[src/rtl/rpbu_pkg.sv]
`timescale 1ns / 1ps
// ----------------------------------------------------------------------------
// rpbu_pkg
// Shared types, mode codes and 8-bit pixel arithmetic for the blend unit.
// ----------------------------------------------------------------------------
package rpbu_pkg;

    localparam int CW = 8;   // channel width
    localparam int NW = 16;  // divider dividend width
    localparam int QW = 8;   // quotient width, one bit per divider stage

    localparam logic [4:0] MODE_SRC        = 5'd0;
    localparam logic [4:0] MODE_MERGE      = 5'd1;
    localparam logic [4:0] MODE_DST_OVER   = 5'd2;
    localparam logic [4:0] MODE_NORMAL     = 5'd3;
    localparam logic [4:0] MODE_MULTIPLY   = 5'd4;
    localparam logic [4:0] MODE_SCREEN     = 5'd5;
    localparam logic [4:0] MODE_OVERLAY    = 5'd6;
    localparam logic [4:0] MODE_DARKEN     = 5'd7;
    localparam logic [4:0] MODE_LIGHTEN    = 5'd8;
    localparam logic [4:0] MODE_DODGE      = 5'd9;
    localparam logic [4:0] MODE_BURN       = 5'd10;
    localparam logic [4:0] MODE_HARD_LIGHT = 5'd11;
    localparam logic [4:0] MODE_DIFFERENCE = 5'd12;
    localparam logic [4:0] MODE_EXCLUSION  = 5'd13;
    localparam logic [4:0] MODE_ADDITION   = 5'd14;
    localparam logic [4:0] MODE_SUBTRACT   = 5'd15;
    localparam logic [4:0] MODE_DIVIDE     = 5'd16;

    localparam logic [1:0] REG_BLEND_MODE    = 2'd0;
    localparam logic [1:0] REG_LAYER_OPACITY = 2'd1;
    localparam logic [1:0] REG_NEW_COMPOSITE = 2'd2;

    localparam logic [4:0] RST_BLEND_MODE    = MODE_NORMAL;
    localparam logic [7:0] RST_LAYER_OPACITY = 8'd255;
    localparam logic       RST_NEW_COMPOSITE = 1'b0;

    typedef struct packed {
        logic [7:0] back_red;
        logic [7:0] back_green;
        logic [7:0] back_blue;
        logic [7:0] back_alpha;
        logic [7:0] src_red;
        logic [7:0] src_green;
        logic [7:0] src_blue;
        logic [7:0] src_alpha;
    } in_word_t;

    typedef struct packed {
        logic [7:0] out_red;
        logic [7:0] out_green;
        logic [7:0] out_blue;
        logic [7:0] out_alpha;
    } out_word_t;

    // c[0] red, c[1] green, c[2] blue
    typedef struct packed {
        logic [2:0][CW-1:0] c;
        logic [CW-1:0]      a;
    } pix_t;

    typedef struct packed {
        logic [4:0]    mode;
        logic [CW-1:0] opacity;
        logic          new_comp;
    } cfg_t;

    typedef struct packed {
        logic          use_div;
        logic          inv;
        logic [CW-1:0] val;
        logic [NW-1:0] num;
        logic [CW-1:0] den;
    } chan_t;

    // Everything one pixel carries down the pipe.
    typedef struct packed {
        pix_t               bk;       // backdrop
        pix_t               sr;       // source
        pix_t               bn;       // backdrop of the primary source-over
        logic [2:0][CW-1:0] sn;       // source colors of the primary source-over
        logic [CW-1:0]      san;      // scaled source alpha
        logic [2:0]         use_div;
        logic [2:0]         inv;
        logic [2:0][CW-1:0] cval;     // blend value when no divide is needed
        logic [2:0][CW-1:0] m;        // blended colors
        logic [CW-1:0]      ra;       // result alpha
        logic [CW-1:0]      comp;     // backdrop alpha times scaled source alpha
        logic [5:0]         neg;      // quotient signs
        pix_t               n1;       // plain source-over result
        pix_t               n2;       // blended source-over result
        pix_t               g;        // first merge result
    } work_t;

    // a*b/255 rounded
    function automatic logic [CW-1:0] mul8u(input logic [CW-1:0] a, input logic [CW-1:0] b);
        logic [16:0] t;
        logic [17:0] u;
        t = 17'(a) * 17'(b) + 17'd128;
        u = {9'b0, t[16:8]} + {1'b0, t};
        return u[15:8];
    endfunction

    // signed difference times opacity over 255, floor shifts
    function automatic logic signed [8:0] mul8s(input logic signed [8:0] d,
                                                input logic [CW-1:0] op);
        logic signed [18:0] t;
        logic signed [18:0] u;
        t = $signed({{10{d[8]}}, d}) * $signed({11'b0, op}) + 19'sd128;
        u = (t >>> 8) + t;
        return u[16:8];
    endfunction

    function automatic pix_t merge_px(input pix_t b, input pix_t s, input logic [CW-1:0] op);
        pix_t            r;
        logic signed [8:0] d;
        logic signed [8:0] k;
        for (int i = 0; i < 3; i++) begin
            d = $signed({1'b0, s.c[i]}) - $signed({1'b0, b.c[i]});
            k = mul8s(d, op);
            if (b.a == '0)
                r.c[i] = s.c[i];
            else if (s.a == '0)
                r.c[i] = b.c[i];
            else
                r.c[i] = b.c[i] + k[7:0];
        end
        d = $signed({1'b0, s.a}) - $signed({1'b0, b.a});
        k = mul8s(d, op);
        r.a = b.a + k[7:0];
        if (r.a == '0)
            r.c = '0;
        return r;
    endfunction

    // a*255 + den/2, dividend of a rounded a*255/den
    function automatic logic [NW-1:0] div_num(input logic [CW-1:0] a, input logic [CW-1:0] den);
        return ({a, 8'h00} - {8'h00, a}) + {9'b0, den[7:1]};
    endfunction

    // Per-channel blend value, or the divide it still needs.
    function automatic chan_t chan_prep(input logic [4:0] mode, input logic [CW-1:0] b,
                                        input logic [CW-1:0] s);
        chan_t         r;
        logic [CW-1:0] x;
        logic [CW-1:0] y;
        logic [CW-1:0] yy;
        logic [CW-1:0] p;
        logic [CW-1:0] inv_s;
        logic [CW-1:0] inv_b;
        logic [CW:0]   sum;
        r       = '0;
        r.den   = 8'd1;
        x       = (mode == MODE_OVERLAY) ? s : b;
        y       = (mode == MODE_OVERLAY) ? b : s;
        // hard light: 2y for the multiply half, 2y-255 for the screen half
        yy      = (mode == MODE_OVERLAY || mode == MODE_HARD_LIGHT) ? {y[6:0], y[7]} : y;
        p       = mul8u(x, yy);
        inv_s   = ~s;
        inv_b   = ~b;
        sum     = {1'b0, b} + {1'b0, s};
        case (mode)
            MODE_MULTIPLY:   r.val = p;
            MODE_SCREEN:     r.val = b + s - p;
            MODE_OVERLAY,
            MODE_HARD_LIGHT: r.val = y[7] ? (x + yy - p) : p;
            MODE_DARKEN:     r.val = (b < s) ? b : s;
            MODE_LIGHTEN:    r.val = (b > s) ? b : s;
            MODE_DODGE: begin
                if (b == '0)
                    r.val = '0;
                else if (b >= inv_s)
                    r.val = 8'd255;
                else begin
                    r.use_div = 1'b1;
                    r.num     = div_num(b, inv_s);
                    r.den     = inv_s;
                end
            end
            MODE_BURN: begin
                if (b == 8'd255)
                    r.val = 8'd255;
                else if (inv_b >= s)
                    r.val = '0;
                else begin
                    r.use_div = 1'b1;
                    r.inv     = 1'b1;
                    r.num     = div_num(inv_b, s);
                    r.den     = s;
                end
            end
            MODE_DIFFERENCE: r.val = (b > s) ? (b - s) : (s - b);
            MODE_EXCLUSION:  r.val = b + s - {p[6:0], 1'b0};
            MODE_ADDITION:   r.val = sum[8] ? 8'd255 : sum[7:0];
            MODE_SUBTRACT:   r.val = (b >= s) ? (b - s) : 8'd0;
            MODE_DIVIDE: begin
                if (b == '0)
                    r.val = '0;
                else if (b >= s)
                    r.val = 8'd255;
                else begin
                    r.use_div = 1'b1;
                    r.num     = div_num(b, s);
                    r.den     = s;
                end
            end
            default: r.val = '0;
        endcase
        return r;
    endfunction

endpackage

[src/rtl/rpbu_back.sv]
`timescale 1ns / 1ps
// ----------------------------------------------------------------------------
// rpbu_back
// Source-over results, the merge stages and the output register.
// ----------------------------------------------------------------------------
module rpbu_back (
    input  logic                           clk,
    input  logic                           rst_n,
    input  logic                           in_valid,
    output logic                           in_ready,
    input  rpbu_pkg::work_t                in_work,
    input  logic [5:0][rpbu_pkg::QW-1:0]   in_quo,
    input  rpbu_pkg::cfg_t                 cfg,
    output logic                           out_valid,
    input  logic                           out_ready,
    output rpbu_pkg::out_word_t            out_word
);
    import rpbu_pkg::*;

    logic      f_valid_reg, g_valid_reg, h_valid_reg;
    work_t     f_work_reg, f_work_next;
    work_t     g_work_reg, g_work_next;
    out_word_t out_word_reg, out_word_next;
    logic      f_rdy, g_rdy, h_rdy;
    logic      sep_mode;

    assign h_rdy    = !h_valid_reg || out_ready;
    assign g_rdy    = !g_valid_reg || h_rdy;
    assign f_rdy    = !f_valid_reg || g_rdy;
    assign in_ready = f_rdy;
    assign sep_mode = cfg.mode inside {[MODE_MULTIPLY:MODE_DIVIDE]};

    // stage F: B + signed quotient, transparent backdrop takes the source
    always_comb begin
        logic [CW-1:0] alpha;
        f_work_next = in_work;
        alpha       = (in_work.bn.a == '0) ? in_work.san : in_work.ra;
        for (int i = 0; i < 3; i++) begin
            if (in_work.bn.a == '0) begin
                f_work_next.n1.c[i] = in_work.sn[i];
                f_work_next.n2.c[i] = in_work.m[i];
            end else begin
                f_work_next.n1.c[i] = in_work.neg[i] ? in_work.bn.c[i] - in_quo[i]
                                                     : in_work.bn.c[i] + in_quo[i];
                f_work_next.n2.c[i] = in_work.neg[i+3] ? in_work.bn.c[i] - in_quo[i+3]
                                                       : in_work.bn.c[i] + in_quo[i+3];
            end
        end
        f_work_next.n1.a = alpha;
        f_work_next.n2.a = alpha;
    end

    // stage G: merge mode, or plain result mixed toward blend by backdrop alpha
    always_comb begin
        g_work_next = f_work_reg;
        if (cfg.mode == MODE_MERGE)
            g_work_next.g = merge_px(f_work_reg.bk, f_work_reg.sr, cfg.opacity);
        else
            g_work_next.g = merge_px(f_work_reg.n1, f_work_reg.n2, f_work_reg.bk.a);
    end

    // stage H: final select
    always_comb begin
        pix_t res;
        pix_t fin;
        fin = merge_px(g_work_reg.g, g_work_reg.n2, g_work_reg.comp);
        if (cfg.mode == MODE_SRC)
            res = g_work_reg.sr;
        else if (cfg.mode == MODE_MERGE)
            res = g_work_reg.g;
        else if (sep_mode) begin
            if (!cfg.new_comp)
                res = g_work_reg.n2;
            else if (g_work_reg.bk.a != '0)
                res = fin;
            else
                res = g_work_reg.n1;
        end else
            res = g_work_reg.n1;
        out_word_next.out_red   = res.c[0];
        out_word_next.out_green = res.c[1];
        out_word_next.out_blue  = res.c[2];
        out_word_next.out_alpha = res.a;
    end

    always_ff @(posedge clk or negedge rst_n) begin
        if (!rst_n) begin
            f_valid_reg <= 1'b0;
            g_valid_reg <= 1'b0;
            h_valid_reg <= 1'b0;
        end else begin
            if (f_rdy)
                f_valid_reg <= in_valid;
            if (g_rdy)
                g_valid_reg <= f_valid_reg;
            if (h_rdy)
                h_valid_reg <= g_valid_reg;
        end
    end

    always_ff @(posedge clk) begin
        if (f_rdy && in_valid)
            f_work_reg <= f_work_next;
        if (g_rdy && f_valid_reg)
            g_work_reg <= g_work_next;
        if (h_rdy && g_valid_reg)
            out_word_reg <= out_word_next;
    end

    assign out_valid = h_valid_reg;
    assign out_word  = out_word_reg;

endmodule

[config.mk]
export PLATFORM = sky130hd
export DESIGN_NAME = rpbu_back
export DESIGN_NICKNAME = d
export VERILOG_FILES = /design/src/rtl/rpbu_pkg.sv /design/src/rtl/rpbu_back.sv
export SDC_FILE = /design/constraint.sdc
export NUM_CORES = 2
export LEC_CHECK = 0
export BUFFER_PORTS_ARGS = -buffer_cell sky130_fd_sc_hd__buf_2
export CAP_MARGIN = 20
export CORE_AREA = 2 2 330 332
export CTS_BUF_LIST = sky130_fd_sc_hd__clkbuf_4
export DETAILED_ROUTE_END_ITERATION = 10
export DIE_AREA = 0 0 332 334
export PLACE_DENSITY = 0.73
export SLEW_MARGIN = 20
export SYNTH_ARGS = -nofsm -noshare
export SYNTH_HDL_FRONTEND = slang
export SYNTH_SLANG_ARGS = --single-unit
[constraint.sdc]
create_clock -name clk -period 12.76 [get_ports clk]
set_clock_uncertainty 0.05 [all_clocks]
set_input_delay 1.276 -clock clk [delete_from_list [all_inputs] [get_ports clk]]
set_output_delay 1.276 -clock clk [all_outputs]
set_load 0.005 [all_outputs]
Word level (Yosys, flattened, before mapping)
Cells that the tools add are included.
{ "totals": {"regBits": 299, "wordCells": 173} }
{ "classes": {"n_addsub": 60, "multipliers": 12, "order_cmp": 2, "eq_ne": 1, "n_mux": 37, "n_reduce_logical": 21} }
{ "ops": {"columns": ["operator", "n"], "rows": [
  ["$add 18x9->19 const B", 12],
  ["$mux 8", 28],
  ["$mul 9x9->18", 12],
  ["$add 11x16->16", 12],
  ["$mux 32", 6],
  ["$add 8x8->8", 18],
  ["$sub 8x8->9", 12],
  ["$logic_not 8->1", 9],
  ["$mux 24", 3],
  ["$sub 8x8->8", 6],
  ["$reduce_bool 8->1", 1],
  ["$eq 5x1->1 const B", 1],
  ["$ge 5x3->1 const B", 1],
  ["$le 5x5->1 const B", 1],
  ["$logic_not 5->1", 1],
  ["$logic_and 1x1->1", 4],
  ["$logic_not 1->1", 3],
  ["$logic_or 1x1->1", 3]
]} }

Logic depth before layout (Yosys ltp)
{ "logic_depth": {"ltp_word": 13, "mapped_depth": 51} }

Worst setup path before layout
OpenSTA, ideal clock, no wires.
{ "synth_timing": {"kind": "reg-to-reg", "startpoint": "register g_work_reg[0] in the netlist's numbering", "endpoint": "register out_word_reg, in the netlist out_word[10], data pin", "setup_time_ps": 275, "t_arrival_ps": 10230, "required_time_ps": 12435, "slack_ps": 2205, "stages_incl_launch_ff": 48, "n_path_buf": 1, "period_less_slack_ps": 10555, "path_cell_list": "edfxtp_1 > ha_1 > fa_1 > nor2b_1 > o21ai_0 > nand2b_1 > a21o_1 > a21o_1 > xor2_1 > nand2_1 > fa_1 > inv_1 > fa_1 > inv_1 > fa_1 > inv_1 > fa_1 > fa_1 > [12 not listed] > o21a_1 > a221o_1 > a21o_1 > a211oi_1 > nor2_1 > ha_1 > nor2b_1 > o21ai_0 > nor3b_1 > nor2_1 > or4b_2 > a2111oi_0 > nand2_1 > nor4_2 > nor3_4 > nand2_2 > buf_4 > o221ai_1"} }
{ "synth_rtl": {"columns": ["element", "line_no", "rtl"], "rows": [
  ["start, declared", "rpbu_back.sv:22", "work_t g_work_reg, g_work_next;"],
  ["start signal, assigned", "rpbu_back.sv:105", "g_work_reg <= g_work_next;"],
  ["end signal, assigned", "rpbu_back.sv:107", "out_word_reg <= out_word_next;"],
  ["end, declared", "rpbu_back.sv:23", "out_word_t out_word_reg, out_word_next;"]
]} }

==> run summary <==
status - finished clean
Register Area - 8964 um2
critical path class - register to register
CP dominant cell by count - fa_1
nets@finish - 8607
Tcrit/Tclk final - 92.53%
die span in x - 332 um
sequential share of the synthesized area - 15.33%
Syn Inst Count - 6365
Synthesis Warnings - 0
num ports - 400
Synth top area share - 24.69%
H-tree depth - 3
achievable clock frequency - 84.70 MHz
CTS clock-pin slew for the worst setup and hold paths - 70 ps
synthesized area per cell - 9.185 um2
Die Y - 334 um
Post-CTS Setup Inserts - 0
Placer Congestion - 0.9563
final wirelength - 151000 um
critical path arrival - 12290 ps
clock sink total - 299
Wirelength per Cell - 18.65 um
layout cells sized above 1 - 7.703%
GR Overflow Total - 0
Area Overhead vs Synth - 6.816%
initial antenna violation count - 17
Worst-Skew Late Latency - 890 ps
Final Hold Violating Endpoints - 0
core area - 107800 um2
Post-synth EDFFs - 296
Final TNS setup - 0 ps
Post-CTS Hold Fix Bufs - 0
Slowest cell on crit path - or4b_2
FFs w/ async S/R, synth - 1.003%
Worst setup SP type - register
GRT Util Overall - 27.74%
top_reg_cell synth - edfxtp_1
worst endpoint required time - 13240 ps
Final Setup Violations - 0
die area - 110900 um2
mapped cell area - 58460 um2
Final HPWL DP - 126300 um
1st-pass router iterations - 5
Root Buffer - clkbuf_4
hold crit path type - primary input to asynchronous set/reset pin
most area-hungry cell type in the Yosys netlist - fa_1
CP Max Fanout - 17
worst-margin pin slew - 1089 ps
Pins Over Slew Limit - 0
vias in the first global route - 45940
largest net degree at the start of global routing - 71
most common cell in the synthesized netlist - inv_1
syn_nets - 8348
area occupied by multi-input gates - 44410 um2
filler instances - 9520
max reg flops - 136
buffers added on ports - 273
CP max stage delay - 620 ps
antenna-violating nets left - 0
fin crit period - 11810 ps
library cells used by synthesis - 92
Site Rows - 121
slack of the worst reg-to-reg path - 950 ps
DR DRC count - 0
Initial Utilization - 54.24%
max_cap viols - 0
Synth area leaders - fa_1, ha_1, edfxtp_1
RSZ-0062 raised after global routing - no
CP Buf/Inv Count - 5
CP delay by family, top - adder cells
maximum clock insertion buffer count - 3
Critical Path End Type - register
clock buffer count from CTS - 82
TritonCTS clock tree - yes
first-pass GRT wire length - 244100 um
Via Count - 44970
vias per inst - 5.553
synth cell count leaders - inv_1, ha_1, fa_1
#FFs+latches synth - 299
slew margin rel. - 27.21%
initial DRC count - 3036
path summary, 6_finish.rpt:
check	cells after the start	start	end
min in group clk	0	f_work_reg[102]	g_work_reg[102]
max in group asynchronous	1	rst_n	f_valid_reg
worst min register to register	0	f_work_reg[102]	g_work_reg[102]
worst max-delay path	47	g_work_reg[0]	out_word[8]
worst max register to register	47	g_work_reg[0]	out_word[8]
worst min-delay path	1	rst_n	out_valid
metal layers:
metal  global-route usage (%)  share of wire [%]  up-vias
li1                         -                  -    21290
met1                    37.39                 43    21850
met2                    44.58                 45     1487
met3                    3.589                6.9      340
met4                    12.96                5.1        2
met5                        0             0.0086        -
cell usage in the layout, fill, tap and decap left out, drive strengths merged, types with 68 or more instances in the layout:
cell | Yosys | routed
fa | 721 | 721
buf | 7 | 320
edfxtp | 296 | 296
ha | 896 | 896
nor2b | 120 | 120
clkbuf | 139 | 109
nand2b | 82 | 82
xnor2 | 339 | 339
a21oi | 290 | 290
nand2 | 605 | 605
inv | 1221 | 1224
a21o | 129 | 129
xor2 | 95 | 95
nor2 | 257 | 257
a31oi | 68 | 68
o21ai | 171 | 171
and2 | 323 | 323
kinds of logic after synthesis:
family | after synthesis | synth area share, %
xor+xnor | 442 | 6.836
compound gates | 966 | 10.64
buf+inv | 1367 | 8.792
mux | 52 | 0.9181
flops | 299 | 15.33
fa+ha+maj | 1617 | 43.87
simple gates | 1622 | 13.61
final cells by class:
type	instances	area share, %
clock inverter	25	0.2585
tap	1414	2.833
inverter	1221	7.339
sequential	299	14.35
antenna	11	0.04408
clock buffer	108	1.298
multi-input combinational	4699	71.11
timing repair buffer	321	2.761
metrics by stage:
stage	worst slack, ps	util [%]	hold WS (ps)	std cells	area [um2]
after floorplan	2205	-	350.3	6365	58460
after global placement	1089	56.99	351.0	7953	61440
after detailed placement	954.4	56.99	355.2	7953	61440
after CTS	805.0	57.90	90.90	8086	62410
after global routing	140.3	57.93	88.39	8096	62440
final	953.3	57.93	163.2	8098	62450
timing repair:
action | in CTS | in global routing
resized for setup | 0 | 1
setup endpoints to repair | 0 | 2
endpoints found under the hold margin | 0 | 0
Power is left out: the tool's default activity adds up to more than one toggle a clock period on the data nets, which glitch-free logic cannot reach.
