### src/rtl/rpbu_pkg.sv
`timescale 1ns / 1ps
// ----------------------------------------------------------------------------
// rpbu_pkg
// Shared types, mode codes and 8-bit pixel arithmetic for the blend unit.
// ----------------------------------------------------------------------------
package rpbu_pkg;

    localparam int CW = 8;   // channel width
    localparam int NW = 16;  // divider dividend width
    localparam int QW = 8;   // quotient width, one bit per divider stage

    localparam logic [4:0] MODE_SRC        = 5'd0;
    localparam logic [4:0] MODE_MERGE      = 5'd1;
    localparam logic [4:0] MODE_DST_OVER   = 5'd2;
    localparam logic [4:0] MODE_NORMAL     = 5'd3;
    localparam logic [4:0] MODE_MULTIPLY   = 5'd4;
    localparam logic [4:0] MODE_SCREEN     = 5'd5;
    localparam logic [4:0] MODE_OVERLAY    = 5'd6;
    localparam logic [4:0] MODE_DARKEN     = 5'd7;
    localparam logic [4:0] MODE_LIGHTEN    = 5'd8;
    localparam logic [4:0] MODE_DODGE      = 5'd9;
    localparam logic [4:0] MODE_BURN       = 5'd10;
    localparam logic [4:0] MODE_HARD_LIGHT = 5'd11;
    localparam logic [4:0] MODE_DIFFERENCE = 5'd12;
    localparam logic [4:0] MODE_EXCLUSION  = 5'd13;
    localparam logic [4:0] MODE_ADDITION   = 5'd14;
    localparam logic [4:0] MODE_SUBTRACT   = 5'd15;
    localparam logic [4:0] MODE_DIVIDE     = 5'd16;

    localparam logic [1:0] REG_BLEND_MODE    = 2'd0;
    localparam logic [1:0] REG_LAYER_OPACITY = 2'd1;
    localparam logic [1:0] REG_NEW_COMPOSITE = 2'd2;

    localparam logic [4:0] RST_BLEND_MODE    = MODE_NORMAL;
    localparam logic [7:0] RST_LAYER_OPACITY = 8'd255;
    localparam logic       RST_NEW_COMPOSITE = 1'b0;

    typedef struct packed {
        logic [7:0] back_red;
        logic [7:0] back_green;
        logic [7:0] back_blue;
        logic [7:0] back_alpha;
        logic [7:0] src_red;
        logic [7:0] src_green;
        logic [7:0] src_blue;
        logic [7:0] src_alpha;
    } in_word_t;

    typedef struct packed {
        logic [7:0] out_red;
        logic [7:0] out_green;
        logic [7:0] out_blue;
        logic [7:0] out_alpha;
    } out_word_t;

    // c[0] red, c[1] green, c[2] blue
    typedef struct packed {
        logic [2:0][CW-1:0] c;
        logic [CW-1:0]      a;
    } pix_t;

    typedef struct packed {
        logic [4:0]    mode;
        logic [CW-1:0] opacity;
        logic          new_comp;
    } cfg_t;

    typedef struct packed {
        logic          use_div;
        logic          inv;
        logic [CW-1:0] val;
        logic [NW-1:0] num;
        logic [CW-1:0] den;
    } chan_t;

    // Everything one pixel carries down the pipe.
    typedef struct packed {
        pix_t               bk;       // backdrop
        pix_t               sr;       // source
        pix_t               bn;       // backdrop of the primary source-over
        logic [2:0][CW-1:0] sn;       // source colors of the primary source-over
        logic [CW-1:0]      san;      // scaled source alpha
        logic [2:0]         use_div;
        logic [2:0]         inv;
        logic [2:0][CW-1:0] cval;     // blend value when no divide is needed
        logic [2:0][CW-1:0] m;        // blended colors
        logic [CW-1:0]      ra;       // result alpha
        logic [CW-1:0]      comp;     // backdrop alpha times scaled source alpha
        logic [5:0]         neg;      // quotient signs
        pix_t               n1;       // plain source-over result
        pix_t               n2;       // blended source-over result
        pix_t               g;        // first merge result
    } work_t;

    // a*b/255 rounded
    function automatic logic [CW-1:0] mul8u(input logic [CW-1:0] a, input logic [CW-1:0] b);
        logic [16:0] t;
        logic [17:0] u;
        t = 17'(a) * 17'(b) + 17'd128;
        u = {9'b0, t[16:8]} + {1'b0, t};
        return u[15:8];
    endfunction

    // signed difference times opacity over 255, floor shifts
    function automatic logic signed [8:0] mul8s(input logic signed [8:0] d,
                                                input logic [CW-1:0] op);
        logic signed [18:0] t;
        logic signed [18:0] u;
        t = $signed({{10{d[8]}}, d}) * $signed({11'b0, op}) + 19'sd128;
        u = (t >>> 8) + t;
        return u[16:8];
    endfunction

    function automatic pix_t merge_px(input pix_t b, input pix_t s, input logic [CW-1:0] op);
        pix_t            r;
        logic signed [8:0] d;
        logic signed [8:0] k;
        for (int i = 0; i < 3; i++) begin
            d = $signed({1'b0, s.c[i]}) - $signed({1'b0, b.c[i]});
            k = mul8s(d, op);
            if (b.a == '0)
                r.c[i] = s.c[i];
            else if (s.a == '0)
                r.c[i] = b.c[i];
            else
                r.c[i] = b.c[i] + k[7:0];
        end
        d = $signed({1'b0, s.a}) - $signed({1'b0, b.a});
        k = mul8s(d, op);
        r.a = b.a + k[7:0];
        if (r.a == '0)
            r.c = '0;
        return r;
    endfunction

    // a*255 + den/2, dividend of a rounded a*255/den
    function automatic logic [NW-1:0] div_num(input logic [CW-1:0] a, input logic [CW-1:0] den);
        return ({a, 8'h00} - {8'h00, a}) + {9'b0, den[7:1]};
    endfunction

    // Per-channel blend value, or the divide it still needs.
    function automatic chan_t chan_prep(input logic [4:0] mode, input logic [CW-1:0] b,
                                        input logic [CW-1:0] s);
        chan_t         r;
        logic [CW-1:0] x;
        logic [CW-1:0] y;
        logic [CW-1:0] yy;
        logic [CW-1:0] p;
        logic [CW-1:0] inv_s;
        logic [CW-1:0] inv_b;
        logic [CW:0]   sum;
        r       = '0;
        r.den   = 8'd1;
        x       = (mode == MODE_OVERLAY) ? s : b;
        y       = (mode == MODE_OVERLAY) ? b : s;
        // hard light: 2y for the multiply half, 2y-255 for the screen half
        yy      = (mode == MODE_OVERLAY || mode == MODE_HARD_LIGHT) ? {y[6:0], y[7]} : y;
        p       = mul8u(x, yy);
        inv_s   = ~s;
        inv_b   = ~b;
        sum     = {1'b0, b} + {1'b0, s};
        case (mode)
            MODE_MULTIPLY:   r.val = p;
            MODE_SCREEN:     r.val = b + s - p;
            MODE_OVERLAY,
            MODE_HARD_LIGHT: r.val = y[7] ? (x + yy - p) : p;
            MODE_DARKEN:     r.val = (b < s) ? b : s;
            MODE_LIGHTEN:    r.val = (b > s) ? b : s;
            MODE_DODGE: begin
                if (b == '0)
                    r.val = '0;
                else if (b >= inv_s)
                    r.val = 8'd255;
                else begin
                    r.use_div = 1'b1;
                    r.num     = div_num(b, inv_s);
                    r.den     = inv_s;
                end
            end
            MODE_BURN: begin
                if (b == 8'd255)
                    r.val = 8'd255;
                else if (inv_b >= s)
                    r.val = '0;
                else begin
                    r.use_div = 1'b1;
                    r.inv     = 1'b1;
                    r.num     = div_num(inv_b, s);
                    r.den     = s;
                end
            end
            MODE_DIFFERENCE: r.val = (b > s) ? (b - s) : (s - b);
            MODE_EXCLUSION:  r.val = b + s - {p[6:0], 1'b0};
            MODE_ADDITION:   r.val = sum[8] ? 8'd255 : sum[7:0];
            MODE_SUBTRACT:   r.val = (b >= s) ? (b - s) : 8'd0;
            MODE_DIVIDE: begin
                if (b == '0)
                    r.val = '0;
                else if (b >= s)
                    r.val = 8'd255;
                else begin
                    r.use_div = 1'b1;
                    r.num     = div_num(b, s);
                    r.den     = s;
                end
            end
            default: r.val = '0;
        endcase
        return r;
    endfunction

endpackage

### src/rtl/rpbu_mid.sv
`timescale 1ns / 1ps
// ----------------------------------------------------------------------------
// rpbu_mid
// Two stages: blended colors and result alpha, then the source-over dividends.
// ----------------------------------------------------------------------------
module rpbu_mid (
    input  logic                           clk,
    input  logic                           rst_n,
    input  logic                           in_valid,
    output logic                           in_ready,
    input  rpbu_pkg::work_t                in_work,
    input  logic [2:0][rpbu_pkg::QW-1:0]   in_quo,
    output logic                           out_valid,
    input  logic                           out_ready,
    output rpbu_pkg::work_t                out_work,
    output logic [5:0][rpbu_pkg::NW-1:0]   out_num,
    output logic [5:0][rpbu_pkg::CW-1:0]   out_den
);
    import rpbu_pkg::*;

    logic               a_valid_reg, b_valid_reg;
    work_t              a_work_reg, a_work_next;
    work_t              b_work_reg, b_work_next;
    logic [5:0][NW-1:0] num_reg, num_next;
    logic [CW-1:0]      den_reg, den_next;
    logic               a_rdy, b_rdy;

    assign b_rdy    = !b_valid_reg || out_ready;
    assign a_rdy    = !a_valid_reg || b_rdy;
    assign in_ready = a_rdy;

    // stage A: blend colors, ra = Sa + Ba - Ba*Sa
    always_comb begin
        logic [CW-1:0] pm;
        logic [CW:0]   ra_w;
        a_work_next = in_work;
        for (int i = 0; i < 3; i++) begin
            if (in_work.use_div[i])
                a_work_next.m[i] = in_work.inv[i] ? ~in_quo[i] : in_quo[i];
            else
                a_work_next.m[i] = in_work.cval[i];
        end
        pm   = mul8u(in_work.bn.a, in_work.san);
        ra_w = {1'b0, in_work.san} + {1'b0, in_work.bn.a} - {1'b0, pm};
        a_work_next.ra   = ra_w[CW-1:0];
        a_work_next.comp = pm;
    end

    // stage B: |S-B| * Sa for plain (lanes 0..2) and blended (3..5) colors
    always_comb begin
        logic signed [8:0] d;
        logic [8:0]        mag;
        b_work_next = a_work_reg;
        for (int l = 0; l < 6; l++) begin
            if (l < 3)
                d = $signed({1'b0, a_work_reg.sn[l]}) - $signed({1'b0, a_work_reg.bn.c[l]});
            else
                d = $signed({1'b0, a_work_reg.m[l-3]}) - $signed({1'b0, a_work_reg.bn.c[l-3]});
            mag                = d[8] ? 9'(-d) : 9'(d);
            b_work_next.neg[l] = d[8];
            num_next[l]        = NW'(mag[CW-1:0]) * NW'(a_work_reg.san);
        end
        den_next = (a_work_reg.ra == '0) ? 8'd1 : a_work_reg.ra;
    end

    always_ff @(posedge clk or negedge rst_n) begin
        if (!rst_n) begin
            a_valid_reg <= 1'b0;
            b_valid_reg <= 1'b0;
        end else begin
            if (a_rdy)
                a_valid_reg <= in_valid;
            if (b_rdy)
                b_valid_reg <= a_valid_reg;
        end
    end

    always_ff @(posedge clk) begin
        if (a_rdy && in_valid)
            a_work_reg <= a_work_next;
        if (b_rdy && a_valid_reg) begin
            b_work_reg <= b_work_next;
            num_reg    <= num_next;
            den_reg    <= den_next;
        end
    end

    assign out_valid = b_valid_reg;
    assign out_work  = b_work_reg;
    assign out_num   = num_reg;
    assign out_den   = {6{den_reg}};

endmodule

### config.mk
export PLATFORM = sky130hd
export DESIGN_NAME = rpbu_mid
export DESIGN_NICKNAME = d
export VERILOG_FILES = /design/src/rtl/rpbu_pkg.sv /design/src/rtl/rpbu_mid.sv
export SDC_FILE = /design/constraint.sdc
export NUM_CORES = 2
export LEC_CHECK = 0
export ABC_AREA = 1
export BUFFER_PORTS_ARGS = -buffer_cell sky130_fd_sc_hd__clkbuf_2
export CORE_MARGIN = 5
export CORE_UTILIZATION = 40
export DETAILED_ROUTE_END_ITERATION = 8
export GPL_ROUTABILITY_DRIVEN = 0
export PLACE_DENSITY_LB_ADDON = 0.2
export RECOVER_POWER = 50
export REMOVE_ABC_BUFFERS = 1
export SETUP_SLACK_MARGIN = 0.05
export SLEW_MARGIN = 20
export SYNTH_ARGS = -nofsm -noshare
export SYNTH_HDL_FRONTEND = slang
export SYNTH_SLANG_ARGS = --single-unit
### constraint.sdc
create_clock -name clk -period 29.5 [get_ports clk]
set_input_delay 5.9 -clock clk [delete_from_list [all_inputs] [get_ports clk]]
set_output_delay 5.9 -clock clk [all_outputs]
set_load 0.05 [all_outputs]
# ---- Word level (Yosys, flattened, before mapping)
# Index checks and enable logic that the tools add are counted.
dict set report word_totals {
  regBits 700
  input_bits 328
  out_inout_bits 446
  wordCells 131
}
dict set report classes {
  add_sub_neg 16
  multipliers 7
  mux 12
  bitwise 3
  reduce_logical 7
}
# operator n
set op_table {}
lappend op_table {{multiplier 8 x 8 -> 16 bit} 7}
lappend op_table {{2-to-1 mux 8 bit} 12}
lappend op_table {{subtractor 8 x 8 -> 9 bit} 6}
lappend op_table {{negator 8 bit} 6}
lappend op_table {{inverter 8 bit} 3}
lappend op_table {{adder 16 x 8 -> 17 bit, second input constant} 1}
lappend op_table {{adder 9 x 16 -> 16 bit} 1}
lappend op_table {{adder 8 bit} 1}
lappend op_table {{logical NOT 8 bit} 1}
lappend op_table {{subtractor 8 bit} 1}
lappend op_table {{logical AND 1 bit} 2}
lappend op_table {{logical NOT 1 bit} 2}
lappend op_table {{logical OR 1 bit} 2}

# ---- Logic depth before layout (Yosys ltp)
dict set report logic_depth {
  ltp_word 4
  mapped_depth 49
  depth_no_buf 48
}

# ---- Least setup slack after synthesis
# No wires, ideal clock.
dict set report synth_timing {
  kind {input to register}
  start {in out_ready}
  end {reg den_reg[0], enable pin}
  setup_ns 1.303
  arrival_time_ns 25.241
  path_slack_ns 2.956
  stages 2
  n_path_buf 0
  cell_sequence {inv_1 -> a21oi_1}
}
dict set report synth_via {
  elab_chain_cells 2
}
# item line_no
set synth_lines {}
lappend synth_lines {{start, declared} rpbu_mid.sv:14} ;# input logic out_ready,
lappend synth_lines {{logical OR 1 bit} rpbu_mid.sv:28} ;# assign b_rdy = !b_valid_reg || out_ready;
lappend synth_lines {{logical AND 1 bit} rpbu_mid.sv:81} ;# if (b_rdy && a_valid_reg) begin
lappend synth_lines {{end signal, assigned} rpbu_mid.sv:84} ;# den_reg <= den_next;
lappend synth_lines {{end, declared} rpbu_mid.sv:25} ;# logic [CW-1:0] den_reg, den_next;
# Every way passes these cells.
# A chain may end at the register's enable or synchronous reset.

==> impl_metrics.json <==
{
  "wl_per_cell_um": 20.37,
  "grt_use_total_pct": 20.45,
  "endpoint_kind": "flip-flop",
  "final_cell_mix": "698 x edfxtp_1, 622 x inv_1, 586 x clkbuf_2, 501 x nand2_1, 327 x ha_1",
  "place_hpwl_um": 85970,
  "hold_viol_final": 0,
  "worstSetupStartpointType": "input port",
  "ys_ff_latch": 700,
  "largest_reg_flops": 300,
  "hp-class": "flip-flop to flip-flop",
  "grt_overflow": 0,
  "syn-cell-area_um2": 40280,
  "slew_headroom_pct": -258.4,
  "cts_resized": 0,
  "finalNetCount": 5011,
  "num_vias": 26077,
  "synth_area_per_cell_um2": 11.92,
  "ioPinCount": 774,
  "viasPerCell": 4.787,
  "drv_cap": 9,
  "core_area_um2": 100000,
  "crit_start": "in_work[174]",
  "arrival_ns": 13.52,
  "final_cells": 5448,
  "yosysUniqueCellTypes": 45,
  "endpoint": "a_work_reg[117]$_DFFE_PP_",
  "ctsRootBufferMaster": "clkbuf_16",
  "cts_buffer_depth": 3,
  "syn_inst": 3380,
  "layout_commonest_cell": "edfxtp_1",
  "clock_sinks": 700,
  "violations": "capacitance limit, slew limit",
  "async_reset_ff_share_pct": 0.2857,
  "die_y_um": 327.3,
  "clk_latency_ns": 0.64,
  "layout_min_cycle_time_ns": 13.14,
  "final.period_utilization_pct": 44.56,
  "seq_area_um2": 21010,
  "crit_top_cell": "nand2_1",
  "cp_max_fo": 10,
  "cts_inserted_buffers": 76,
  "htreeDepth": 3,
  "setup_viol": 0,
  "r2r_end": "a_work_reg[187]$_DFFE_PP_",
  "drive_gt1_share_pct": 18.97,
  "reg2reg_from": "out_valid$_DFFE_PN0P_",
  "drtIter0Drc": 1479,
  "synth_flop_cell": "edfxtp_1",
  "crit_type": "input port to flip-flop",
  "ys_seq_area_share_pct": 52.16,
  "synth_edf_count": 698,
  "area_growth_pct": 17.22,
  "ff2ff_path_depth": 5,
  "critPathRequiredTime_ns": 29.88,
  "ant_nets": 0,
  "yosysWarnings": 0,
  "max_freq_ghz": 0.07607,
  "grt_pass1_vias": 26164,
  "multi_input_area_um2": 16110,
  "reg2reg_slack_ns": 21.99,
  "grt_pass1_wl_um": 164900,
  "io_buffers": 727,
  "rsz0062_at_grt": "false",
  "wl_um": 111000,
  "fillCellCount": 9286,
  "max_slew.worst_pin.slew_ns": 5.347,
  "drc": 0,
  "die_w_um": 327.3,
  "dp_cells": 5310,
  "post_cts_buffers": 0,
  "crit_slowest_cell": "fa_1",
  "clock_skew_ns": 0.01965,
  "std_cell_rows": 116,
  "maxSlewViolCount": 360,
  "cts_tree": "yes",
  "path_clk_slew_ns": 0.06,
  "first_pass_iters": 5,
  "status": "finished, violations left",
  "start_util_pct": 40.28,
  "cts_hold_buf": 0,
  "antenna_found_initial": 3,
  "setup-tns-final_ns": 0,
  "post-route-util_pct": 47.22,
  "grt_max_degree": 151,
  "dieArea_um2": 107100,
  "critPathMaxStageDelay_ns": 0.55
}
==> layer usage <==
layer	share of wire [%]	vias up	wire length (um)	track usage (%)
met4	1.4	2	1582	3.448
met2	46	758	51250	32.85
li1	-	12328	-	-
met1	44	12892	48880	28.00
met3	8.3	97	9246	6.354
met5	0.0063	-	7	0
==> Yosys cell counts (all sizes together) (5+ instances only) <==
cell type	count	area, um2
o21ai	62	336.6
buf	51	375.4
nand3b	12	90.09
a21oi	135	705.7
fa	266	5325
xor2	106	1101
o21bai	12	108.9
edfxtp	698	20960
nor2	255	974.7
nand3	72	360.4
a21o	18	135.1
inv	650	2440
nand4	18	112.6
nor3	16	90.09
clkbuf	66	247.7
nor4	5	31.28
clkinv	5	18.77
ha	327	4091
xnor2	63	566.8
nand2	519	1993
==> final cells by class <==
cell class | count | area share (%)
Antenna cell | 2 | 0.01060
Clock buffer | 99 | 4.256
Clock inverter | 37 | 0.8321
Inverter | 655 | 5.210
Multi-Input combinational cell | 1908 | 34.12
Sequential cell | 700 | 44.50
Tap cell | 1298 | 3.440
Timing Repair Buffer | 749 | 7.637
==> critical path, delay by kind of cell <==
family | cells | cell delay (ns)
adders and majority gates | 8 | 3.44
and+or+nand+nor | 19 | 2.00
xor gates and xnor gates | 2 | 0.42
buffers and inverters | 9 | 0.99
AOI/OAI and AO/OA | 5 | 0.77
==> cell families after synthesis <==
group	count (synthesis)	synth area share [%]
adder cells (fa/ha/maj)	593	23.38
buffers and inverters	772	7.650
AO/OA/AOI/OAI	243	3.513
XOR/XNOR	169	4.141
AND/OR/NAND/NOR	903	9.160
flip-flops	700	52.16
==> how the worst min path moves through the flow <==
stage / from / endpoint / depth (start not counted)
floorplan: a_work_reg[0]$_DFFE_PP_ / out_work[0]$_DFFE_PP_ / 0
global placement: a_work_reg[262]$_DFFE_PP_ / out_work[262]$_DFFE_PP_ / 0
CTS: a_work_reg[29]$_DFFE_PP_ / out_work[29]$_DFFE_PP_ / 0
finish: a_work_reg[29]$_DFFE_PP_ / out_work[29]$_DFFE_PP_ / 0
global route: a_work_reg[29]$_DFFE_PP_ / out_work[29]$_DFFE_PP_ / 0
detailed placement: a_work_reg[144]$_DFFE_PP_ / out_work[144]$_DFFE_PP_ / 0
==> metrics by stage <==
step	hold WS, ns	instance area, um2	worst slack (ns)
6_report	0.3969	47220	16.36
5_1_grt	0.4166	47220	15.69
4_1_cts	0.4063	47520	16.65
3_5_place_dp	0.4045	45120	15.98
3_3_place_gp	0.4002	45120	16.04
2_1_floorplan	0.4003	39660	2.956
Power is not shown: default switching activity piles up to over one toggle a cycle in this logic, so the estimate is an artifact.
