==> config.mk <==
export PLATFORM = sky130hd
export DESIGN_NAME = rpbu_front
export DESIGN_NICKNAME = d
export VERILOG_FILES = /design/src/rtl/rpbu_pkg.sv /design/src/rtl/rpbu_front.sv
export SDC_FILE = /design/constraint.sdc
export NUM_CORES = 2
export LEC_CHECK = 0
export BUFFER_PORTS_ARGS = -buffer_cell sky130_fd_sc_hd__buf_2
export CORE_MARGIN = 10
export CORE_UTILIZATION = 60
export DETAILED_ROUTE_END_ITERATION = 10
export GPL_TIMING_DRIVEN = 1
export PLACE_DENSITY = 0.82
export SLEW_MARGIN = 0
export SYNTH_ARGS = -nofsm -noshare
export SYNTH_HDL_FRONTEND = slang
export SYNTH_SLANG_ARGS = --single-unit
==> constraint.sdc <==
create_clock -name clk -period 9 [get_ports clk]
set_clock_uncertainty 0.2 [all_clocks]
set_input_delay 0.9 -clock clk [delete_from_list [all_inputs] [get_ports clk]]
set_output_delay 0.9 -clock clk [all_outputs]
set_load 0.02 [all_outputs]
==> src/rtl/rpbu_pkg.sv <==
`timescale 1ns / 1ps
// ----------------------------------------------------------------------------
// rpbu_pkg
// Shared types, mode codes and 8-bit pixel arithmetic for the blend unit.
// ----------------------------------------------------------------------------
package rpbu_pkg;

    localparam int CW = 8;   // channel width
    localparam int NW = 16;  // divider dividend width
    localparam int QW = 8;   // quotient width, one bit per divider stage

    localparam logic [4:0] MODE_SRC        = 5'd0;
    localparam logic [4:0] MODE_MERGE      = 5'd1;
    localparam logic [4:0] MODE_DST_OVER   = 5'd2;
    localparam logic [4:0] MODE_NORMAL     = 5'd3;
    localparam logic [4:0] MODE_MULTIPLY   = 5'd4;
    localparam logic [4:0] MODE_SCREEN     = 5'd5;
    localparam logic [4:0] MODE_OVERLAY    = 5'd6;
    localparam logic [4:0] MODE_DARKEN     = 5'd7;
    localparam logic [4:0] MODE_LIGHTEN    = 5'd8;
    localparam logic [4:0] MODE_DODGE      = 5'd9;
    localparam logic [4:0] MODE_BURN       = 5'd10;
    localparam logic [4:0] MODE_HARD_LIGHT = 5'd11;
    localparam logic [4:0] MODE_DIFFERENCE = 5'd12;
    localparam logic [4:0] MODE_EXCLUSION  = 5'd13;
    localparam logic [4:0] MODE_ADDITION   = 5'd14;
    localparam logic [4:0] MODE_SUBTRACT   = 5'd15;
    localparam logic [4:0] MODE_DIVIDE     = 5'd16;

    localparam logic [1:0] REG_BLEND_MODE    = 2'd0;
    localparam logic [1:0] REG_LAYER_OPACITY = 2'd1;
    localparam logic [1:0] REG_NEW_COMPOSITE = 2'd2;

    localparam logic [4:0] RST_BLEND_MODE    = MODE_NORMAL;
    localparam logic [7:0] RST_LAYER_OPACITY = 8'd255;
    localparam logic       RST_NEW_COMPOSITE = 1'b0;

    typedef struct packed {
        logic [7:0] back_red;
        logic [7:0] back_green;
        logic [7:0] back_blue;
        logic [7:0] back_alpha;
        logic [7:0] src_red;
        logic [7:0] src_green;
        logic [7:0] src_blue;
        logic [7:0] src_alpha;
    } in_word_t;

    typedef struct packed {
        logic [7:0] out_red;
        logic [7:0] out_green;
        logic [7:0] out_blue;
        logic [7:0] out_alpha;
    } out_word_t;

    // c[0] red, c[1] green, c[2] blue
    typedef struct packed {
        logic [2:0][CW-1:0] c;
        logic [CW-1:0]      a;
    } pix_t;

    typedef struct packed {
        logic [4:0]    mode;
        logic [CW-1:0] opacity;
        logic          new_comp;
    } cfg_t;

    typedef struct packed {
        logic          use_div;
        logic          inv;
        logic [CW-1:0] val;
        logic [NW-1:0] num;
        logic [CW-1:0] den;
    } chan_t;

    // Everything one pixel carries down the pipe.
    typedef struct packed {
        pix_t               bk;       // backdrop
        pix_t               sr;       // source
        pix_t               bn;       // backdrop of the primary source-over
        logic [2:0][CW-1:0] sn;       // source colors of the primary source-over
        logic [CW-1:0]      san;      // scaled source alpha
        logic [2:0]         use_div;
        logic [2:0]         inv;
        logic [2:0][CW-1:0] cval;     // blend value when no divide is needed
        logic [2:0][CW-1:0] m;        // blended colors
        logic [CW-1:0]      ra;       // result alpha
        logic [CW-1:0]      comp;     // backdrop alpha times scaled source alpha
        logic [5:0]         neg;      // quotient signs
        pix_t               n1;       // plain source-over result
        pix_t               n2;       // blended source-over result
        pix_t               g;        // first merge result
    } work_t;

    // a*b/255 rounded
    function automatic logic [CW-1:0] mul8u(input logic [CW-1:0] a, input logic [CW-1:0] b);
        logic [16:0] t;
        logic [17:0] u;
        t = 17'(a) * 17'(b) + 17'd128;
        u = {9'b0, t[16:8]} + {1'b0, t};
        return u[15:8];
    endfunction

    // signed difference times opacity over 255, floor shifts
    function automatic logic signed [8:0] mul8s(input logic signed [8:0] d,
                                                input logic [CW-1:0] op);
        logic signed [18:0] t;
        logic signed [18:0] u;
        t = $signed({{10{d[8]}}, d}) * $signed({11'b0, op}) + 19'sd128;
        u = (t >>> 8) + t;
        return u[16:8];
    endfunction

    function automatic pix_t merge_px(input pix_t b, input pix_t s, input logic [CW-1:0] op);
        pix_t            r;
        logic signed [8:0] d;
        logic signed [8:0] k;
        for (int i = 0; i < 3; i++) begin
            d = $signed({1'b0, s.c[i]}) - $signed({1'b0, b.c[i]});
            k = mul8s(d, op);
            if (b.a == '0)
                r.c[i] = s.c[i];
            else if (s.a == '0)
                r.c[i] = b.c[i];
            else
                r.c[i] = b.c[i] + k[7:0];
        end
        d = $signed({1'b0, s.a}) - $signed({1'b0, b.a});
        k = mul8s(d, op);
        r.a = b.a + k[7:0];
        if (r.a == '0)
            r.c = '0;
        return r;
    endfunction

    // a*255 + den/2, dividend of a rounded a*255/den
    function automatic logic [NW-1:0] div_num(input logic [CW-1:0] a, input logic [CW-1:0] den);
        return ({a, 8'h00} - {8'h00, a}) + {9'b0, den[7:1]};
    endfunction

    // Per-channel blend value, or the divide it still needs.
    function automatic chan_t chan_prep(input logic [4:0] mode, input logic [CW-1:0] b,
                                        input logic [CW-1:0] s);
        chan_t         r;
        logic [CW-1:0] x;
        logic [CW-1:0] y;
        logic [CW-1:0] yy;
        logic [CW-1:0] p;
        logic [CW-1:0] inv_s;
        logic [CW-1:0] inv_b;
        logic [CW:0]   sum;
        r       = '0;
        r.den   = 8'd1;
        x       = (mode == MODE_OVERLAY) ? s : b;
        y       = (mode == MODE_OVERLAY) ? b : s;
        // hard light: 2y for the multiply half, 2y-255 for the screen half
        yy      = (mode == MODE_OVERLAY || mode == MODE_HARD_LIGHT) ? {y[6:0], y[7]} : y;
        p       = mul8u(x, yy);
        inv_s   = ~s;
        inv_b   = ~b;
        sum     = {1'b0, b} + {1'b0, s};
        case (mode)
            MODE_MULTIPLY:   r.val = p;
            MODE_SCREEN:     r.val = b + s - p;
            MODE_OVERLAY,
            MODE_HARD_LIGHT: r.val = y[7] ? (x + yy - p) : p;
            MODE_DARKEN:     r.val = (b < s) ? b : s;
            MODE_LIGHTEN:    r.val = (b > s) ? b : s;
            MODE_DODGE: begin
                if (b == '0)
                    r.val = '0;
                else if (b >= inv_s)
                    r.val = 8'd255;
                else begin
                    r.use_div = 1'b1;
                    r.num     = div_num(b, inv_s);
                    r.den     = inv_s;
                end
            end
            MODE_BURN: begin
                if (b == 8'd255)
                    r.val = 8'd255;
                else if (inv_b >= s)
                    r.val = '0;
                else begin
                    r.use_div = 1'b1;
                    r.inv     = 1'b1;
                    r.num     = div_num(inv_b, s);
                    r.den     = s;
                end
            end
            MODE_DIFFERENCE: r.val = (b > s) ? (b - s) : (s - b);
            MODE_EXCLUSION:  r.val = b + s - {p[6:0], 1'b0};
            MODE_ADDITION:   r.val = sum[8] ? 8'd255 : sum[7:0];
            MODE_SUBTRACT:   r.val = (b >= s) ? (b - s) : 8'd0;
            MODE_DIVIDE: begin
                if (b == '0)
                    r.val = '0;
                else if (b >= s)
                    r.val = 8'd255;
                else begin
                    r.use_div = 1'b1;
                    r.num     = div_num(b, s);
                    r.den     = s;
                end
            end
            default: r.val = '0;
        endcase
        return r;
    endfunction

endpackage

==> src/rtl/rpbu_front.sv <==
`timescale 1ns / 1ps
// ----------------------------------------------------------------------------
// rpbu_front
// Input stage: unpacks the word, scales source alpha, prepares blend values.
// ----------------------------------------------------------------------------
module rpbu_front (
    input  logic                           clk,
    input  logic                           rst_n,
    input  logic                           in_valid,
    output logic                           in_ready,
    input  rpbu_pkg::in_word_t             in_word,
    input  rpbu_pkg::cfg_t                 cfg,
    output logic                           out_valid,
    input  logic                           out_ready,
    output rpbu_pkg::work_t                out_work,
    output logic [2:0][rpbu_pkg::NW-1:0]   out_num,
    output logic [2:0][rpbu_pkg::CW-1:0]   out_den
);
    import rpbu_pkg::*;

    logic               valid_reg;
    work_t              work_reg, work_next;
    logic [2:0][NW-1:0] num_reg, num_next;
    logic [2:0][CW-1:0] den_reg, den_next;
    pix_t               bk, sr;
    logic [CW-1:0]      sa_op;
    chan_t              ch [3];

    always_comb begin
        bk.c[0] = in_word.back_red;
        bk.c[1] = in_word.back_green;
        bk.c[2] = in_word.back_blue;
        bk.a    = in_word.back_alpha;
        sr.c[0] = in_word.src_red;
        sr.c[1] = in_word.src_green;
        sr.c[2] = in_word.src_blue;
        sr.a    = in_word.src_alpha;
        sa_op   = mul8u(sr.a, cfg.opacity);

        work_next    = '0;
        work_next.bk = bk;
        work_next.sr = sr;
        // dst-over: backdrop goes over the opacity-scaled source
        if (cfg.mode == MODE_DST_OVER) begin
            work_next.bn.c = sr.c;
            work_next.bn.a = sa_op;
            work_next.sn   = bk.c;
            work_next.san  = bk.a;
        end else begin
            work_next.bn  = bk;
            work_next.sn  = sr.c;
            work_next.san = sa_op;
        end

        for (int i = 0; i < 3; i++) begin
            ch[i]                = chan_prep(cfg.mode, bk.c[i], sr.c[i]);
            work_next.use_div[i] = ch[i].use_div;
            work_next.inv[i]     = ch[i].inv;
            work_next.cval[i]    = ch[i].val;
            num_next[i]          = ch[i].num;
            den_next[i]          = ch[i].den;
        end
    end

    assign in_ready  = !valid_reg || out_ready;
    assign out_valid = valid_reg;
    assign out_work  = work_reg;
    assign out_num   = num_reg;
    assign out_den   = den_reg;

    always_ff @(posedge clk or negedge rst_n) begin
        if (!rst_n)
            valid_reg <= 1'b0;
        else if (in_ready)
            valid_reg <= in_valid;
    end

    always_ff @(posedge clk) begin
        if (in_ready && in_valid) begin
            work_reg <= work_next;
            num_reg  <= num_next;
            den_reg  <= den_next;
        end
    end

endmodule

Word-level counts from Yosys, hierarchy flattened
Cells that the tools add are included.

ROM bits: 0. Memory bits (writable): 0. Word-level logic and storage cells: 219. Bits in latches: 0. Memories kept: 0. Input port bits: 82. Register bits after elaboration: 231.

$mul: 4. Mux-type cells: 88. $lt $le $gt $ge: 15. Add/sub/neg operators: 47. Eq/ne operators: 17. Divide/modulo/power cells: 0. Reduce and logical (&&, ||, !) cells: 11. Shift operators: 0. Bitwise logic cells: 7.

Operators with widths (number): $mux W24 (18); $mux W8 (42); $pmux W8 S12 (3); $pmux W24 S3 (3); $add A16 B7 Y16 (9); $sub A8 B8 Y8 (15); $sub A16 B8 Y16 (6); $ge A8 B8 Y1 (9); $add A16 B8 Y17 const B (4); $add A9 B16 Y16 (4); $mul A8 B8 Y16 (4); $mux W64 (1); $add A8 B8 Y8 (6); $not A8 Y8 (6); $eq A5 B4 Y1 const B (8); $add A8 B8 Y9 (3); $eq A8 B8 Y1 const B (3); $gt A8 B8 Y1 (3); $logic_not A8 Y1 (3); $lt A8 B8 Y1 (3); $eq A5 B3 Y1 const B (4); $mux W1 (12); $mux W2 (6); $pmux W1 S3 (3); other kinds (7) (11).

Logic depth before layout (Yosys ltp)
Word-level depth: 9. Gate-level depth with buffers: 52.

Worst setup path after synthesis
OpenSTA, ideal clock, no wires.

Kind: input to register. Start: input cfg[13] (netlist name). End: register work_reg, in the netlist out_work[157], data pin. Slack: -3.048 ns. Stages on the path: 46. Required time: 8.525 ns. Buffers on the path: 4. Arrival time: 11.573 ns. Setup time: 0.275 ns. Cell sequence: buf_2 > or3b_1 > buf_2 > nor2_1 > clkbuf_1 > clkbuf_1 > nand2_1 > a21oi_1 > a21oi_1 > or2_2 > fa_1 > fa_1 > inv_1 > fa_1 > inv_1 > fa_1 > inv_1 > ha_1 > [... 10 more ...] > a311oi_1 > inv_1 > a21o_1 > a21oi_1 > xnor2_1 > fa_1 > ha_1 > a21o_1 > a21oi_1 > inv_1 > a2111o_1 > a31oi_1 > xnor2_1 > nor4_1 > a311oi_1 > xnor2_1 > o221a_2 > o221ai_1.

RTL lines: start: declaration (RTL line rpbu_front.sv:12) `input rpbu_pkg::cfg_t cfg,`; end signal: assignment (RTL line rpbu_front.sv:80) `work_reg <= work_next;`; end: declaration (RTL line rpbu_front.sv:22) `work_t work_reg, work_next;`.

==> impl_metrics.env <==
export IMPL_status="finished, violations left"
export IMPL_violations="negative setup slack"
export IMPL_rsz0062_at_grt="yes"
export IMPL_synth_ff_type="edfxtp_1"
export IMPL_cts_buffers=26
export IMPL_fin_hold_ws_ps=316
export IMPL_gp_congestion=1.01
export IMPL_slew_headroom_pct=28.4
export IMPL_crit_top_cell="inv_2"
export IMPL_setup_violations=21
export IMPL_antenna_found_initial=4
export IMPL_cp_start_kind="input pin"
export IMPL_htree_levels=1
export IMPL_pwr_density_cell_nw_per_um2=465
export IMPL_ys_seq_area_share_pct=20.9
export IMPL_p_sw_mw=9.27
export IMPL_async_flop_share_pct=0.433
export IMPL_syn_to_final_growth_pct=27.9
export IMPL_cts_tree="yes"
export IMPL_place_area_um2=39600
export IMPL_cap_violations=0
export IMPL_final_cell_mix="605 x buf_4, 397 x ha_1, 378 x inv_1"
export IMPL_route_detailed_drc=0
export IMPL_syn_instance_count=3869
export IMPL_tightest_slew_ps=1070
export IMPL_grt_pass1_wl_um=175000
export IMPL_cts_max_path_buffers=3
export IMPL_p_leak_nw=20.2
export IMPL_worstHoldPathType="input pin to register"
export IMPL_ys_warnings_count=0
export IMPL_drtIter0Drc=3541
export IMPL_rows=86
export IMPL_die_w_um=255
export IMPL_numPortBuffers=312
export IMPL_drive_gt1_share_pct=29.6
export IMPL_grt_use_total_pct=33.7
export IMPL_power_frac_seq_pct=7.0
export IMPL_first_pass_iters=8
export IMPL_fin_nets=5407
export IMPL_wirelength_um=116000
export IMPL_grt_max_degree=163
export IMPL_p_comb_share_pct=87.5
export IMPL_p_int_mw=10.4
export IMPL_min_period_ps=10180
export IMPL_initial_core_util_pct=60.4
export IMPL_fmax_mhz=98.2
export IMPL_wl_per_cell_um=21.4
export IMPL_fillers=3766
export IMPL_fin_area_um2=42400
export IMPL_dp_hpwl_um=88700
export IMPL_drv_slew=0
export IMPL_synth_edf_count=230
export IMPL_clk_pin_slew_ps=60
export IMPL_grt_pass1_vias=32323
export IMPL_avgSynthCellArea_um2=8.57
export IMPL_ioPinCount=456
export IMPL_core_region_area_um2=54900
export IMPL_cpMaxStageDelayCell="fa_1"
export IMPL_crit_family="compound AO/OA/AOI/OAI gates"
export IMPL_finalPower_mw=19.7
export IMPL_ys_seq_elements=231
export IMPL_synth_area_um2=33200
export IMPL_path_class="input pin to register"
export IMPL_slowest_delay_ps=540
export IMPL_peakVddDrop_mv=0.536
export IMPL_dieArea_um2=65100
export IMPL_worst_slack_ps=-1180
export IMPL_clkLatencyLatePin_ps=580
export IMPL_layout_commonest_cell="buf_4"
export IMPL_die_height_um=255
export IMPL_setup_tns_ps=-18430
export IMPL_num_vias=32785
export IMPL_clkPwrFrac_pct=5.5
export IMPL_critPathMaxFanout=5
export IMPL_avgViaCountPerCell=6.03
export IMPL_cts_sinks=231
export IMPL_ctsRootBufferMaster="clkbuf_16"
export IMPL_post_route_period_util_pct=113
export IMPL_overflow=0
export IMPL_utilization_pct=77.3
export IMPL_worst_setup_path_end_kind="register"
export IMPL_worstPathArrival_ps=10300
export IMPL_hold_viol=0
export IMPL_path_buf_inv=10
export IMPL_synth_cell_types=106
export IMPL_switching_share_pct=47.0
export IMPL_cp_required_ps=9120
export IMPL_ant_nets=0
sequential cells by signal, summed over array words and instances, names as in the netlist:
signal and count:
out_work 158, out_num 48, out_valid 1, out_den 24
logic make-up after synthesis:
family | share of synthesized area [%]
fa+ha+maj | 27.7
flops | 20.9
compound gates | 18.9
buf+inv | 9.58
xor+xnor | 6.47
simple gates | 15.0
mux | 1.48
other cells | 0.0113
cell usage after synthesis, drive strengths merged (11+ instances only):
cell type,count,area [um2]
a21boi,11,82.6
a222oi,13,130
nand2,289,1090
nor3,63,327
and2,52,325
a21oi,302,1530
a31oi,12,90.1
a221o,14,140
ha,426,5330
fa,190,3800
mux2,15,169
clkinv,11,41.3
a221oi,25,219
nor4,24,163
xor2,50,445
nand3,51,255
nand4,18,113
or2,42,263
or3,14,87.6
o21a,16,120
a211oi,20,155
a22oi,12,90.1
nand2b,50,313
o21ai,216,1080
o221ai,37,324
nor2,385,1450
o22ai,29,181
mux2i,32,320
buf,159,1150
o31ai,15,118
a2111oi,17,161
edfxtp,230,6910
a21o,77,578
clkbuf,122,458
and3,16,100
o21bai,68,510
xnor2,187,1650
o211ai,18,135
inv,407,1530
nor2b,23,144
final cells by class:
class,instances,area [um2],share of cell area [%]
Antenna cell,2,5.00,0.0118
Multi-Input combinational cell,3080,25500,60.1
Tap cell,704,881,2.08
Sequential cell,231,6930,16.3
Clock inverter,16,129,0.304
Timing Repair Buffer,952,6690,15.8
Inverter,418,1570,3.71
Clock buffer,32,714,1.68
worst paths after layout:
check	startpoint	endpoint	slack (ps)	cells past startpoint
worst max register to register	out_valid$_DFFE_PN0N_	out_work[158]$_DFFE_PP_	6240	3
worst max-delay path	cfg[13]	out_work[146]$_DFFE_PP_	-1180	44
min in group asynchronous	rst_n	out_valid$_DFFE_PN0N_	420	2
worst min register to register	out_valid$_DFFE_PN0N_	out_valid$_DFFE_PN0N_	350	2
worst min-delay path	in_word[34]	out_work[270]$_DFFE_PP_	320	1
max in group asynchronous	rst_n	out_valid$_DFFE_PN0N_	8090	2
power by group through the flow:
stage	logic, mW	registers [mW]	clock network (mW)
6_report	17.3	1.38	1.08
3_5_place_dp	15.0	1.40	0
3_3_place_gp	14.6	1.39	0
4_1_cts	15.7	1.38	1.09
5_1_grt	18.6	1.38	1.13
2_1_floorplan	9.33	1.54	0
metrics by stage:
| stage | std cells | worst slack [ps] |
|---|---|---|
| global placement | 5315 | -1800 |
| global route | 5434 | -1530 |
| finish | 5435 | -1180 |
| CTS | 5402 | -933 |
| detailed placement | 5315 | -2020 |
| floorplan | 4010 | -1490 |
repair_timing:
item                                   4_1_cts  5_1_grt
endpoints found under the hold margin        1        0
gates cloned                                 2        0
pin swaps                                   92      120
setup endpoints to repair                   22       22
hold buffers                                 1        0
buffers inserted                            38       32
gates resized for setup                    133      170
per-layer routing:
metal | track usage, % | share of wire [%]
met5 | 0 | 0.0060
met4 | 16.0 | 5.5
met3 | 6.31 | 9.6
met2 | 56.5 | 47
met1 | 41.5 | 38
Note: power is estimated with default switching activity, not from simulation.
